**src/rtl/hsfc_pkg.sv**
```systemverilog
// package: opcodes, field constants and conversion functions
package hsfc_pkg;

  typedef enum logic {
    OP_H2S = 1'b0,
    OP_S2H = 1'b1
  } op_t;

  typedef struct packed {
    op_t         opcode;
    logic [31:0] operand_bits;
  } req_t;

  typedef struct packed {
    logic [31:0] result_bits;
  } res_t;

  localparam logic [15:0] HALF_QNAN = 16'h7e00;
  localparam logic [15:0] HALF_INF  = 16'h7c00;

  function automatic logic [31:0] half_to_single(input logic [15:0] h);
    logic        s;
    logic [4:0]  ex;
    logic [9:0]  man;
    logic [3:0]  lz;
    logic [10:0] norm;
    logic [7:0]  bexp;
    logic [31:0] r;
    s   = h[15];
    ex  = h[14:10];
    man = h[9:0];
    lz  = 4'd0;
    for (int i = 0; i < 10; i++) begin
      if (man[i]) lz = 4'(9 - i);
    end
    norm = {1'b0, man} << (lz + 4'd1);
    bexp = 8'd112 - {4'd0, lz};
    if (ex == 5'd0) begin
      if (man == 10'd0) r = {s, 31'd0};
      else r = {s, bexp, norm[9:0], 13'd0};
    end else if (ex == 5'h1f) begin
      r = {s, 8'hff, man, 13'd0};
    end else begin
      r = {s, 8'({3'd0, ex} + 8'd112), man, 13'd0};
    end
    return r;
  endfunction

  function automatic logic [15:0] single_to_half(input logic [31:0] w);
    logic        s;
    logic [7:0]  ex;
    logic [22:0] man;
    logic [23:0] full;
    logic [4:0]  sh;
    logic [47:0] ext;
    logic [23:0] q;
    logic        g;
    logic        st;
    logic [10:0] sub;
    logic [10:0] nm;
    logic [15:0] r;
    s    = w[31];
    ex   = w[30:23];
    man  = w[22:0];
    full = {1'b1, man};
    sh   = 5'(8'd126 - ex);
    ext  = {full, 24'd0} >> sh;
    q    = ext[47:24];
    g    = ext[23];
    st   = |ext[22:0];
    sub  = 11'(q) + 11'(g & (st | q[0]));
    nm   = 11'({man[22:13]}) + 11'(man[12] & ((|man[11:0]) | man[13]));
    if (ex == 8'hff) begin
      r = {s, (man != 23'd0) ? HALF_QNAN[14:0] : HALF_INF[14:0]};
    end else if (ex >= 8'd143) begin
      r = {s, HALF_INF[14:0]};
    end else if (ex <= 8'd112) begin
      if (ex < 8'd102) r = {s, 15'd0};
      else r = {s, 4'd0, sub};
    end else if (nm[10]) begin
      if (ex == 8'd142) r = {s, HALF_INF[14:0]};
      else r = {s, 5'(ex - 8'd111), 10'd0};
    end else begin
      r = {s, 5'(ex - 8'd112), nm[9:0]};
    end
    return r;
  endfunction

endpackage

```
**src/rtl/hsfc_if.sv**
```systemverilog
// valid/ready channel interface carrying a generic payload
interface hsfc_if #(parameter type payload_t = logic) (input logic clk);
  logic     valid;
  logic     ready;
  payload_t payload;
  modport source (output valid, output payload, input ready);
  modport sink (input valid, input payload, output ready);
endinterface

```
**src/rtl/hsfc_core.sv**
```systemverilog
// combinational conversion datapath
module hsfc_core import hsfc_pkg::*; (
  input  logic        opcode,
  input  logic [31:0] operand_bits,
  output logic [31:0] result_bits
);
  always_comb begin
    if (op_t'(opcode) == OP_H2S) result_bits = half_to_single(operand_bits[15:0]);
    else result_bits = {16'd0, single_to_half(operand_bits)};
  end
endmodule

```
**src/rtl/half_single_float_converter.sv**
```systemverilog
// top level: registered half/single converter
// usage:
//   in  channel: request payload {opcode, operand_bits}; opcode 0 converts
//   binary16 (low 16 bits) to binary32, opcode 1 converts binary32 to
//   binary16 with round to nearest even
//   out channel: result_bits, half results zero-extended
//   path: an accepted request goes to the input register, and its conversion
//   is loaded into the result register when that register can advance
//   throughput: one request per cycle while the receiver is not stalling,
//   set by the combinational conversion logic between the input and result registers
//   stall: a stalled receiver holds the result register; the input register
//   advances only when the result register is empty or being drained,
//   so no request is lost or duplicated
//   reset: rst synchronous active high clears both valid flags
module half_single_float_converter import hsfc_pkg::*; (
  input logic clk,
  input logic rst,
  hsfc_if.sink   in_ch,
  hsfc_if.source out_ch
);
  logic        in_valid;
  logic        in_op;
  logic [31:0] in_bits;
  logic [31:0] conv;
  logic        out_valid;
  logic [31:0] out_bits;
  logic        adv;

  assign adv         = !out_valid || out_ch.ready;
  assign in_ch.ready = !in_valid || adv;

  hsfc_core u_core (.opcode(in_op), .operand_bits(in_bits), .result_bits(conv));

  always_ff @(posedge clk) begin
    if (rst) begin
      in_valid  <= 1'b0;
      out_valid <= 1'b0;
    end else begin
      if (in_ch.ready) in_valid <= in_ch.valid;
      if (adv) out_valid <= in_valid;
    end
    if (in_ch.ready && in_ch.valid) begin
      in_op   <= in_ch.payload.opcode;
      in_bits <= in_ch.payload.operand_bits;
    end
    if (adv && in_valid) out_bits <= conv;
  end

  assign out_ch.valid               = out_valid;
  assign out_ch.payload.result_bits = out_bits;

`ifndef ASSERT_OFF
  a_hold: assert property (@(posedge clk) disable iff (rst)
    out_valid && !out_ch.ready |=> out_valid && $stable(out_bits))
    else $error("result changed under stall");
  a_move: assert property (@(posedge clk) disable iff (rst)
    in_valid && adv |=> out_valid)
    else $error("request dropped");
  a_zext: assert property (@(posedge clk) disable iff (rst)
    in_valid && adv && in_op |=> out_bits[31:16] == 16'd0)
    else $error("half result not zero-extended");
`endif
endmodule

```
**src/flat_wrapper.sv**
```systemverilog
// flat-port wrapper written by rule: the top's interface ports become plain ports
module half_single_float_converter_flat import hsfc_pkg::*;
  (clk, rst, in_ch_valid, in_ch_payload, in_ch_ready, out_ch_valid, out_ch_payload, out_ch_ready);
  hsfc_if #(.payload_t(req_t)) in_ch_i (.clk(clk));
  hsfc_if #(.payload_t(res_t)) out_ch_i (.clk(clk));
  input logic clk;
  input logic rst;
  input wire logic [$bits(in_ch_i.valid)-1:0] in_ch_valid;
  input wire logic [$bits(in_ch_i.payload)-1:0] in_ch_payload;
  output wire logic [$bits(in_ch_i.ready)-1:0] in_ch_ready;
  output wire logic [$bits(out_ch_i.valid)-1:0] out_ch_valid;
  output wire logic [$bits(out_ch_i.payload)-1:0] out_ch_payload;
  input wire logic [$bits(out_ch_i.ready)-1:0] out_ch_ready;
  assign in_ch_i.valid = in_ch_valid;
  assign in_ch_i.payload = in_ch_payload;
  assign in_ch_ready = in_ch_i.ready;
  assign out_ch_valid = out_ch_i.valid;
  assign out_ch_payload = out_ch_i.payload;
  assign out_ch_i.ready = out_ch_ready;
  half_single_float_converter u_core (.clk(clk), .rst(rst), .in_ch(in_ch_i), .out_ch(out_ch_i));
endmodule
```
**config.mk**
```make
export PLATFORM = sky130hd
export DESIGN_NAME = half_single_float_converter_flat
export DESIGN_NICKNAME = d
export VERILOG_FILES = /design/src/rtl/hsfc_pkg.sv /design/src/rtl/hsfc_if.sv /design/src/rtl/hsfc_core.sv /design/src/rtl/half_single_float_converter.sv /design/src/flat_wrapper.sv
export SDC_FILE = /design/constraint.sdc
export NUM_CORES = 1
export LEC_CHECK = 0
export ABC_CLOCK_PERIOD_IN_PS = 3300
export BUFFER_PORTS_ARGS = -buffer_cell sky130_fd_sc_hd__buf_2
export CELL_PAD_IN_SITES_DETAIL_PLACEMENT = 1
export CELL_PAD_IN_SITES_GLOBAL_PLACEMENT = 1
export CORE_MARGIN = 10
export CORE_UTILIZATION = 42
export CTS_CLUSTER_DIAMETER = 40
export CTS_CLUSTER_SIZE = 40
export DETAILED_ROUTE_END_ITERATION = 10
export PLACE_DENSITY_LB_ADDON = 0.1
export SKIP_LAST_GASP = 1
export SLEW_MARGIN = 40
export SYNTH_ARGS = -nofsm -noshare
export SYNTH_HDL_FRONTEND = slang
export SYNTH_HIERARCHICAL = 1
export SYNTH_SLANG_ARGS = --single-unit
```
**constraint.sdc**
```tcl
create_clock -name clk -period 3.3 [get_ports clk]
set_input_delay 0.33 -clock clk [delete_from_list [all_inputs] [get_ports clk]]
set_output_delay 0.33 -clock clk [all_outputs]
set_load 0.005 [all_outputs]
```
==> results.yml, run 1 <==
global_route:
  antenna_found_initial: 0
  grt_overflow: 0
  grt_pass1_vias: 4949
  groute.usage.overall_pct: 20.19
  grt_pass1_wl_mm: 28.61
  grt_max_degree: 34
place:
  place_area_um2: 6165
  place.gp.congestion: 0.9354
  post-place-ws_ns: 0.02014
  hpwl_mm: 14.00
  port_buffers: 70
  dpl.cell_count: 782
logic_synthesis:
  yosys.area_share.simple_pct: 17.17
  async_flop_share_pct: 0
  syn_avg_cell_area_um2: 10.23
  synth_area_um2: 5393
  synth.most_common_cell: "edfxtp_1"
  synth_top_cell_by_area: "edfxtp_1"
  yosys-top-cells-count: "edfxtp_1 (65), nand2_1 (46), nor2_1 (38)"
  ys_ff_latch: 67
  synthFlopType: "edfxtp_1"
  ys_warn_count: 6
  synth_enable_flop_cells: 65
  synthMuxAreaShare_pct: 16.64
  netlist-cell-type-count: 81
  synth_top_area_share_pct: 36.19
  yosysSeqAreaShare_pct: 36.94
  synth-compound-area-share_pct: 17.54
  synth_top_family_by_area: "compound AO/OA/AOI/OAI gates"
  synth-xor-area-share_pct: 4.339
  synth.area.top_cells: "edfxtp_1 (36%), mux4_2 (9.6%), mux2i_1 (3.9%), a21oi_1 (3.4%), nand2_1 (3.2%)"
  synth_nets: 571
  synth_adder_area_share_pct: 1.624
  synthCells: 527
route:
  totalWireLength_mm: 18.13
  drc: 0
  ant_nets: 0
  drt_first_pass_iters: 5
  drtIter0Drc: 449
  avgViaCountPerCell: 6.032
  via_count: 4832
  routedWlPerCell_um: 22.63
clock_network:
  cts_tree: "done"
  cts_root_buf: "clkbuf_16"
  clk_pin_slew_ns: 0.06
  clock-sinks: 67
  cts_max_level: 3
  insertion_delay_ns: 0.34
  cts_buffers: 9
  cts_buffer_depth: 2
floorplan:
  design.core.area_um2: 12620
  core.rowCount: 41
  dieArea_um2: 17770
  start_util_pct: 42.73
  io_pins: 71
  die_w_um: 133.3
  die_h_um: 133.3
critical_path:
  critPathLaunchType: "register"
  crit_chain: "inv_2, ha_1, buf_12, mux2_2, mux4_2, nor2_2, a21oi_2, a22o_4, ha_4, nand4_4, nor3_2, xor2_1, o22ai_1"
  r2r_start: "u_core/in_bits[23]$_DFFE_PP_"
  critPathMaxFanout: 21
  cp-end-kind: "register"
  criticalPathCategory: "reg -> reg"
  startpoint: "u_core/in_bits[23]$_DFFE_PP_"
  crit_slowest_cell: "mux4_2"
  cp_data_arrival_time_ns: 3.28
  cp.required_ns: 3.37
  critPathMaxStageDelay_ns: 0.54
power:
  ir_drop_mv: 0.2827
  powerDensity_nw_per_um2: 446.6
  power_mw: 2.947
  p_leak_nw: 2.484
min_path:
  hold_class: "in -> reg"
  worstHoldStart: "in_ch_payload[20]"
timing:
  tightest_slew_ns: 0.7473
  holdWs_ns: 0.1575
  clock_skew_ns: 0.008537
  period_needed_ns: 3.211
  setup_viol: 0
  rsz0062_at_grt: "true"
  fmax_ghz: 0.3114
  hold_viol: 0
  maxSlewHeadroom_pct: 50.18
  layout_setup_ws_ns: 0.08918
  post-route-period-util_pct: 97.30
  slew_viol_final: 0
  fin_tns_setup_ns: 0
layout:
  postLayoutCellArea_um2: 6600
  fin_nets: 668
  area_growth_pct: 22.39
  fin_util_pct: 52.30
  diodes: 0
  drive_gt1_share_pct: 35.29
  fin_cells: 801
run:
  maxCapViolations: 0
run_status:
  status: "finished clean"
## layer usage
metal | vias up | part of all wire (%) | global-route usage, %
li1 | 2233 | - | -
met1 | 2442 | 49 | 29.29
met2 | 146 | 45 | 29.41
met3 | 11 | 5.7 | 4.135
met4 | 0 | 0.94 | 5.985
met5 | - | 0 | 0
## cells by family after synthesis
kind of cell               Yosys count
muxes                               59
buffers and inverters               61
xor gates and xnor gates            22
adders and majority gates            7
AOI/OAI and AO/OA                  133
DFF                                 67
and+or+nand+nor                    178
## registers in the layout (all words and copies together), names as in the netlist
signal / count
u_core/in_bits: 32
u_core/in_op: 1
u_core/out_ch.payload: 32
u_core/in_valid: 1
u_core/out_ch.valid: 1
## cell type report
cell class	count	area, um^2
Fill cell	1448	6020
Sequential cell	67	1992
Tap cell	172	215.2
Clock inverter	7	92.59
Clock buffer	9	225.2
Timing Repair Buffer	130	823.3
Multi-Input combinational cell	399	3188
Inverter	17	63.81
## report_power, final
group          leakage [nW]  switching [mW]  internal (mW)
combinational          1.69           0.498          0.373
clock                 0.149           0.370          0.658
sequential            0.640          0.0551          0.993
## critical path, delay by kind of cell, from the launching register on
| family | cells | cell delay, ns |
|---|---|---|
| AO/OA/AOI/OAI | 3 | 0.44 |
| XOR/XNOR | 1 | 0.16 |
| adder cells (fa/ha/maj) | 2 | 0.50 |
| buffers and inverters | 2 | 0.24 |
| flip-flops | 1 | 0.40 |
| multiplexers | 2 | 0.91 |
| AND/OR/NAND/NOR | 3 | 0.28 |
## final timing paths
path                                                      endpoint  slack [ns]  depth (start not counted)
worst max-delay path            u_core/out_ch.payload[8]$_DFFE_PP_        0.09                         13
worst min-delay path                  u_core/in_bits[20]$_DFFE_PP_        0.16                          1
worst max register to register  u_core/out_ch.payload[8]$_DFFE_PP_        0.09                         13
worst min register to register    u_core/out_ch.valid$_SDFFE_PP0P_        0.50                          2
## placed cells by master, fill, tap and decap left out, types with 6 or more instances in the layout
master | netlist | final
nor4_1 | 6 | 6
nor2_1 | 38 | 37
buf_4 | 5 | 57
nand3_1 | 18 | 18
edfxtp_1 | 65 | 65
mux4_2 | 23 | 23
clkbuf_16 | 0 | 9
ha_1 | 7 | 6
a211oi_1 | 7 | 6
xor2_1 | 8 | 8
mux2i_1 | 21 | 18
and3_1 | 6 | 6
a31oi_1 | 8 | 7
xnor2_1 | 10 | 9
buf_2 | 8 | 70
nand2_1 | 46 | 46
inv_1 | 14 | 14
or3_1 | 6 | 6
o31ai_1 | 8 | 8
o21ai_0 | 17 | 16
mux2_2 | 15 | 15
nor3_1 | 24 | 23
o22ai_1 | 7 | 7
a21oi_1 | 37 | 35
## timing repair
action,4_1_cts,5_1_grt
setup endpoints to repair,2,11
cloned,0,0
hold buffers,0,0
setup buffers,1,2
gates resized for setup,1,19
pin swaps,1,3
No activity file was read; power rests on OpenSTA's default activity.
==> run 2: changes to the inputs <==
--- a/config.mk
+++ b/config.mk
@@ -9,6 +9,7 @@
 export BUFFER_PORTS_ARGS = -buffer_cell sky130_fd_sc_hd__buf_2
 export CELL_PAD_IN_SITES_DETAIL_PLACEMENT = 1
 export CELL_PAD_IN_SITES_GLOBAL_PLACEMENT = 1
+export CORE_ASPECT_RATIO = 0.6
 export CORE_MARGIN = 10
 export CORE_UTILIZATION = 42
 export CTS_CLUSTER_DIAMETER = 40
==> run 2 against run 1 <==
Non-clock buffer count is 42 higher. Die area increased by 0.84%. Utilization increased by 5.7 points. Sequential share of layout area is 2.2 points lower. Critical path depth up 1. Routed wire length is 21% higher.
==> results.yml, run 2 (synthesis gave the netlist of run 1 again) <==
power:
  p_sw_mw: 1.037
  ir_drop_mv: 0.2807
  seqPwrFrac_pct: 33.1
  powerDensity_nw_per_um2: 444.7
  clkPwrFrac_pct: 33.4
  pwr-share-comb_pct: 33.5
  p_leak_nw: 2.759
  swShare_pct: 32.73
  internal_power_mw: 2.132
clock_network:
  clk_pin_slew_ns: 0.06
  cts_root_buf: "clkbuf_16"
  cts_buffer_depth: 2
  cts_max_level: 3
  cts_buffers: 9
  cts_tree: "done"
  insertion_delay_ns: 0.34
  clock-sinks: 67
route:
  drc: 0
  ant_nets: 0
  via_count: 5350
  drt_first_pass_iters: 6
  drtIter0Drc: 659
  totalWireLength_mm: 21.97
  routedWlPerCell_um: 26.28
  avgViaCountPerCell: 6.400
place:
  place_area_um2: 6355
  port_buffers: 70
  place.gp.congestion: 1.006
  hpwl_mm: 16.38
  dpl.cell_count: 798
floorplan:
  design.core.area_um2: 12300
  dieArea_um2: 17920
  core.rowCount: 31
  die_h_um: 107.8
  io_pins: 71
  start_util_pct: 43.86
  die_w_um: 166.3
critical_path:
  endpoint: "u_core/out_ch.payload[2]$_DFFE_PP_"
  critPathMaxFanout: 6
  startpoint: "u_core/in_bits[23]$_DFFE_PP_"
  critPathLaunchType: "register"
  criticalPathCategory: "reg -> reg"
  cp-end-kind: "register"
  r2r_start: "u_core/in_bits[23]$_DFFE_PP_"
  cp_data_arrival_time_ns: 3.34
  reg2regPathDepth: 14
  cp.required_ns: 3.39
  r2r-end: "u_core/out_ch.payload[2]$_DFFE_PP_"
  reg2reg_slack_ns: 0.05
global_route:
  grt_pass1_vias: 5539
  grt_overflow: 0
  grt_pass1_wl_mm: 33.48
  antenna_found_initial: 0
  groute.usage.overall_pct: 23.87
  grt_max_degree: 34
layout:
  area_growth_pct: 32.16
  postLayoutCellArea_um2: 7127
  fin_cells: 836
  drive_gt1_share_pct: 42.03
  final_common_cell: "buf_4"
  fill_cells: 1354
  seq_area_um2: 1992
  multi_input_area_um2: 3319
  fin_nets: 710
  layout_common_cells: "buf_4 (92), buf_2 (70), edfxtp_1 (65)"
  diodes: 0
timing:
  hold_viol: 0
  tightest_slew_ns: 0.6907
  setup_viol: 0
  slew_viol_final: 0
  holdWs_ns: 0.1607
  period_needed_ns: 3.255
  rsz0062_at_grt: "true"
  maxSlewHeadroom_pct: 53.47
  fmax_ghz: 0.3072
  clock_skew_ns: 0.01267
  post-route-period-util_pct: 98.63
run:
  maxCapViolations: 0
run_status:
  status: "finished clean"
min_path:
  hold_class: "in -> reg"
run 2: timing repair:
action | CTS | global route
gates resized for setup | 28 | 22
hold buffers | 0 | 0
buffers inserted | 10 | 10
cloned | 1 | 1
pin swaps | 12 | 13
setup endpoints to repair | 5 | 15
run 2: final cells by class:
class / instances / share of cell area, %
clock buffers: 10 / 3.213
flip-flops and latches: 67 / 27.95
inverters: 17 / 0.8954
multi-input cells: 399 / 46.58
well taps: 165 / 2.897
repair buffers: 172 / 17.21
clock inverters: 6 / 1.264
run 2: worst min-delay path by stage:
stage | depth (start not counted) | startpoint | to
CTS | 1 | in_ch_payload[32] | u_core/in_op$_DFFE_PP_
global placement | 2 | u_core/in_valid$_SDFFE_PP0P_ | u_core/out_ch.valid$_SDFFE_PP0P_
detailed placement | 1 | in_ch_payload[6] | u_core/in_bits[6]$_DFFE_PP_
global route | 1 | in_ch_payload[29] | u_core/in_bits[29]$_DFFE_PP_
finish | 1 | in_ch_payload[17] | u_core/in_bits[17]$_DFFE_PP_
floorplan | 1 | rst | u_core/in_valid$_SDFFE_PP0P_
run 2: through the flow:
stage	TNS (ns)	worst slack, ns	utilization [%]	total power, mW
after floorplan	0	0.03416	-	1.600
after global placement	-0.06871	-0.05800	51.67	1.953
after detailed placement	-0.2570	-0.09835	51.68	1.971
after CTS	0	0.0003741	56.32	3.101
after global routing	-0.1408	-0.07947	57.96	3.291
final	0	0.04528	57.96	3.170
run 2: critical path, stage by stage (launching register included):
cell	delay (ns)
edfxtp_1	0.40
inv_2	0.08
ha_4	0.31
buf_12	0.13
mux2_2	0.35
mux4_2	0.50
nor2_2	0.12
a21oi_2	0.07
a22o_4	0.25
ha_4	0.17
buf_4	0.14
xnor2_1	0.13
buf_4	0.14
a22oi_2	0.15
nor2_1	0.05
run 2: power groups by stage:
stage	Clock, mW	Combinational [mW]	Sequential [mW]
after global routing	1.11	1.13	1.05
after global placement	0	0.892	1.06
after CTS	1.07	0.979	1.05
final	1.06	1.06	1.05
after detailed placement	0	0.905	1.07
after floorplan	0	0.566	1.03
run 2: per-layer routing:
metal  wire length, um  track usage [%]  vias up  share of wire, %
met2              9017            34.48      318                41
li1                  -                -     2321                 -
met5                31            1.359        -              0.14
met1              9863            32.87     2687                45
met4               290            4.744        2               1.3
met3              2767            9.446       22                13
==> run 3: changes to the inputs <==
--- a/config.mk
+++ b/config.mk
@@ -6,7 +6,7 @@
 export NUM_CORES = 1
 export LEC_CHECK = 0
 export ABC_CLOCK_PERIOD_IN_PS = 3300
-export BUFFER_PORTS_ARGS = -buffer_cell sky130_fd_sc_hd__buf_2
+export BUFFER_PORTS_ARGS = -buffer_cell sky130_fd_sc_hd__buf_4
 export CELL_PAD_IN_SITES_DETAIL_PLACEMENT = 1
 export CELL_PAD_IN_SITES_GLOBAL_PLACEMENT = 1
 export CORE_ASPECT_RATIO = 0.6
@@ -22,3 +22,4 @@
 export SYNTH_HDL_FRONTEND = slang
 export SYNTH_HIERARCHICAL = 1
 export SYNTH_SLANG_ARGS = --single-unit
+export TNS_END_PERCENT = 10
==> run 3 against run 2 <==
Sequential share of layout area up 0.75 points. Hold slack worse by 0.017 ns. Flip-flop and latch count unchanged. Clock skew up 0.0051 ns. First-iteration DRC count down 19%. Clock power down 13%. Global-route usage down 0.93 points. Sequential power about the same. Critical path depth unchanged. Power down 6.2%. Routed wire length down 4.3%. Largest cell class unchanged. Largest power group is now registers.
==> results.yml, run 3 (synthesis gave the netlist of run 1 again) <==
run_status:
  status: "finished clean"
floorplan:
  die_h_um: 107.8
  io_pins: 71
  design.core.area_um2: 12300
  die_w_um: 166.3
  start_util_pct: 43.86
  core.rowCount: 31
  dieArea_um2: 17920
global_route:
  grt_overflow: 0
  grtUsageMet3_pct: 8.862
  groute.usage.overall_pct: 22.94
  antenna_found_initial: 0
  grt_pass1_vias: 5229
  gr-max-usage-layer: "met1"
  grtUsageMet1_pct: 33.65
  met2_usage_pct: 30.67
  grt_max_degree: 34
  grt_pass1_wl_mm: 32.29
power:
  p_sw_mw: 1.015
  pwr-share-comb_pct: 34.0
  powerDensity_nw_per_um2: 428.4
  swShare_pct: 34.13
  clkPwrFrac_pct: 30.9
  internal_power_mw: 1.959
  p_leak_nw: 2.671
  seqPwrFrac_pct: 35.2
  ir_drop_mv: 0.2628
route:
  totalWireLength_mm: 21.03
  ant_nets: 0
  drt_first_pass_iters: 5
  avgViaCountPerCell: 6.319
  drtIter0Drc: 535
  via_count: 5194
  routedWlPerCell_um: 25.59
  drc: 0
place:
  port_buffers: 70
  place.gp.congestion: 0.9836
  post-place-ws_ns: 0.04901
  hpwl_mm: 16.45
timing:
  layout_setup_ws_ns: 0.02596
  tightest_slew_ns: 0.7131
  rsz0062_at_grt: "true"
  period_needed_ns: 3.274
  slew_viol_final: 0
  fmax_ghz: 0.3054
  setup_viol: 0
  maxSlewHeadroom_pct: 51.23
  clock_skew_ns: 0.01774
  post-route-period-util_pct: 99.21
  hold_viol: 0
critical_path:
  crit_buf_inv: 4
  criticalPathCategory: "reg -> reg"
  r2r-end: "u_core/out_ch.payload[2]$_DFFE_PP_"
  critPathMaxStageDelay_ns: 0.35
  cp_data_arrival_time_ns: 3.37
  cp_top_family: "compound AO/OA/AOI/OAI gates"
  cp-end-kind: "register"
  crit_chain: "inv_1, ha_4, buf_12, mux2_2, mux2_2, a32oi_1, o2bb2ai_1, buf_4, a22o_2, ha_4, xnor2_1, buf_4, a22oi_1, nor2_1"
  critPathLaunchType: "register"
  cp.required_ns: 3.39
  critPathMaxFanout: 9
  reg2reg_slack_ns: 0.03
  reg2regPathDepth: 14
  crit_slowest_cell: "edfxtp_1"
  r2r_start: "u_core/in_bits[24]$_DFFE_PP_"
clock_network:
  clk_pin_slew_ns: 0.06
  cts_max_level: 3
  cts_buffers: 9
  insertion_delay_ns: 0.35
  clock-sinks: 67
  cts_root_buf: "clkbuf_16"
  cts_buffer_depth: 2
  cts_tree: "done"
layout:
  fin_nets: 696
  drive_gt1_share_pct: 37.14
  diodes: 0
  fin_util_pct: 56.46
  final_common_cell: "buf_4"
  layout_common_cells: "buf_4 (151), edfxtp_1 (65), nand2_1 (46)"
  area_growth_pct: 28.72
min_path:
  hold_class: "in -> reg"
  worstHoldStart: "rst"
  hold_end: "u_core/in_valid$_SDFFE_PP0P_"
  hold_path_depth: 2
run:
  maxCapViolations: 0
==> run 3: cell count changes in the layout (fill, tap and decap cells not counted), moves of 3 or more <==
cell and delta:
buf_2 -70, mux2i_1 +3, mux2_4 -4, buf_4 +59, nor3_2 -4, mux2_2 +4, nor3_1 +4
==> run 3: power groups by stage <==
stage / Clock (mW) / Sequential (mW) / Combinational (mW)
3_3_place_gp: 0 / 1.06 / 0.927
3_5_place_dp: 0 / 1.07 / 0.945
6_report: 0.918 / 1.05 / 1.01
5_1_grt: 0.970 / 1.05 / 1.07
4_1_cts: 0.933 / 1.05 / 0.949
2_1_floorplan: 0 / 1.03 / 0.566
==> run 3: worst max-delay path by stage <==
stage | start | to | slack (ns) | cells after the start
finish | u_core/in_bits[24]$_DFFE_PP_ | u_core/out_ch.payload[2]$_DFFE_PP_ | 0.03 | 14
global route | u_core/in_bits[23]$_DFFE_PP_ | u_core/out_ch.payload[5]$_DFFE_PP_ | -0.04 | 13
CTS | u_core/in_bits[23]$_DFFE_PP_ | u_core/out_ch.payload[8]$_DFFE_PP_ | 0.03 | 12
detailed placement | u_core/in_bits[23]$_DFFE_PP_ | u_core/out_ch.payload[2]$_DFFE_PP_ | 0.05 | 14
global placement | u_core/in_bits[23]$_DFFE_PP_ | u_core/out_ch.payload[6]$_DFFE_PP_ | 0.14 | 14
floorplan | u_core/in_bits[23]$_DFFE_PP_ | u_core/out_ch.payload[8]$_DFFE_PP_ | 0.03 | 15
==> run 3: cell type report <==
cell class / count / area, um^2
repair buffers: 158 / 1252
inverters: 17 / 63.81
multi-input cells: 399 / 3157
flip-flops and latches: 67 / 1992
well taps: 165 / 206.4
fillers: 1356 / 5354
clock inverters: 6 / 41.29
clock buffers: 10 / 229.0
==> run 3: worst reg2reg max path, stage by stage (launching register included) <==
cell,delay [ns]
edfxtp_1,0.35
inv_1,0.09
ha_4,0.32
buf_12,0.14
mux2_2,0.35
mux2_2,0.28
a32oi_1,0.24
o2bb2ai_1,0.10
buf_4,0.16
a22o_2,0.27
ha_4,0.18
xnor2_1,0.13
buf_4,0.14
a22oi_1,0.21
nor2_1,0.06
==> run 3: layer usage <==
metal / wire [um] / vias to the layer above
met5: 0 / -
met4: 242 / 0
met3: 2533 / 24
met2: 8288 / 302
met1: 9968 / 2581
li1: - / 2287
==> run 3: stage by stage <==
stage                     total power [mW]  TNS [ns]  cell area, um^2  std cells  hold slack [ns]
final                                2.973         0             6942        822           0.1438
after global routing                 3.091   -0.1674             6942        822           0.1420
after CTS                            2.931         0             6829        818           0.1379
after detailed placement             2.012         0             6559        802           0.4996
after global placement               1.991         0             6559        802           0.4684
after floorplan                      1.600         0             5408        527           0.3924
==> run 3: what timing repair did <==
item / in CTS / in global routing
hold buffers: 0 / 0
resized for setup: 0 / 12
endpoints found under the setup margin: 0 / 10
setup buffers: 0 / 2
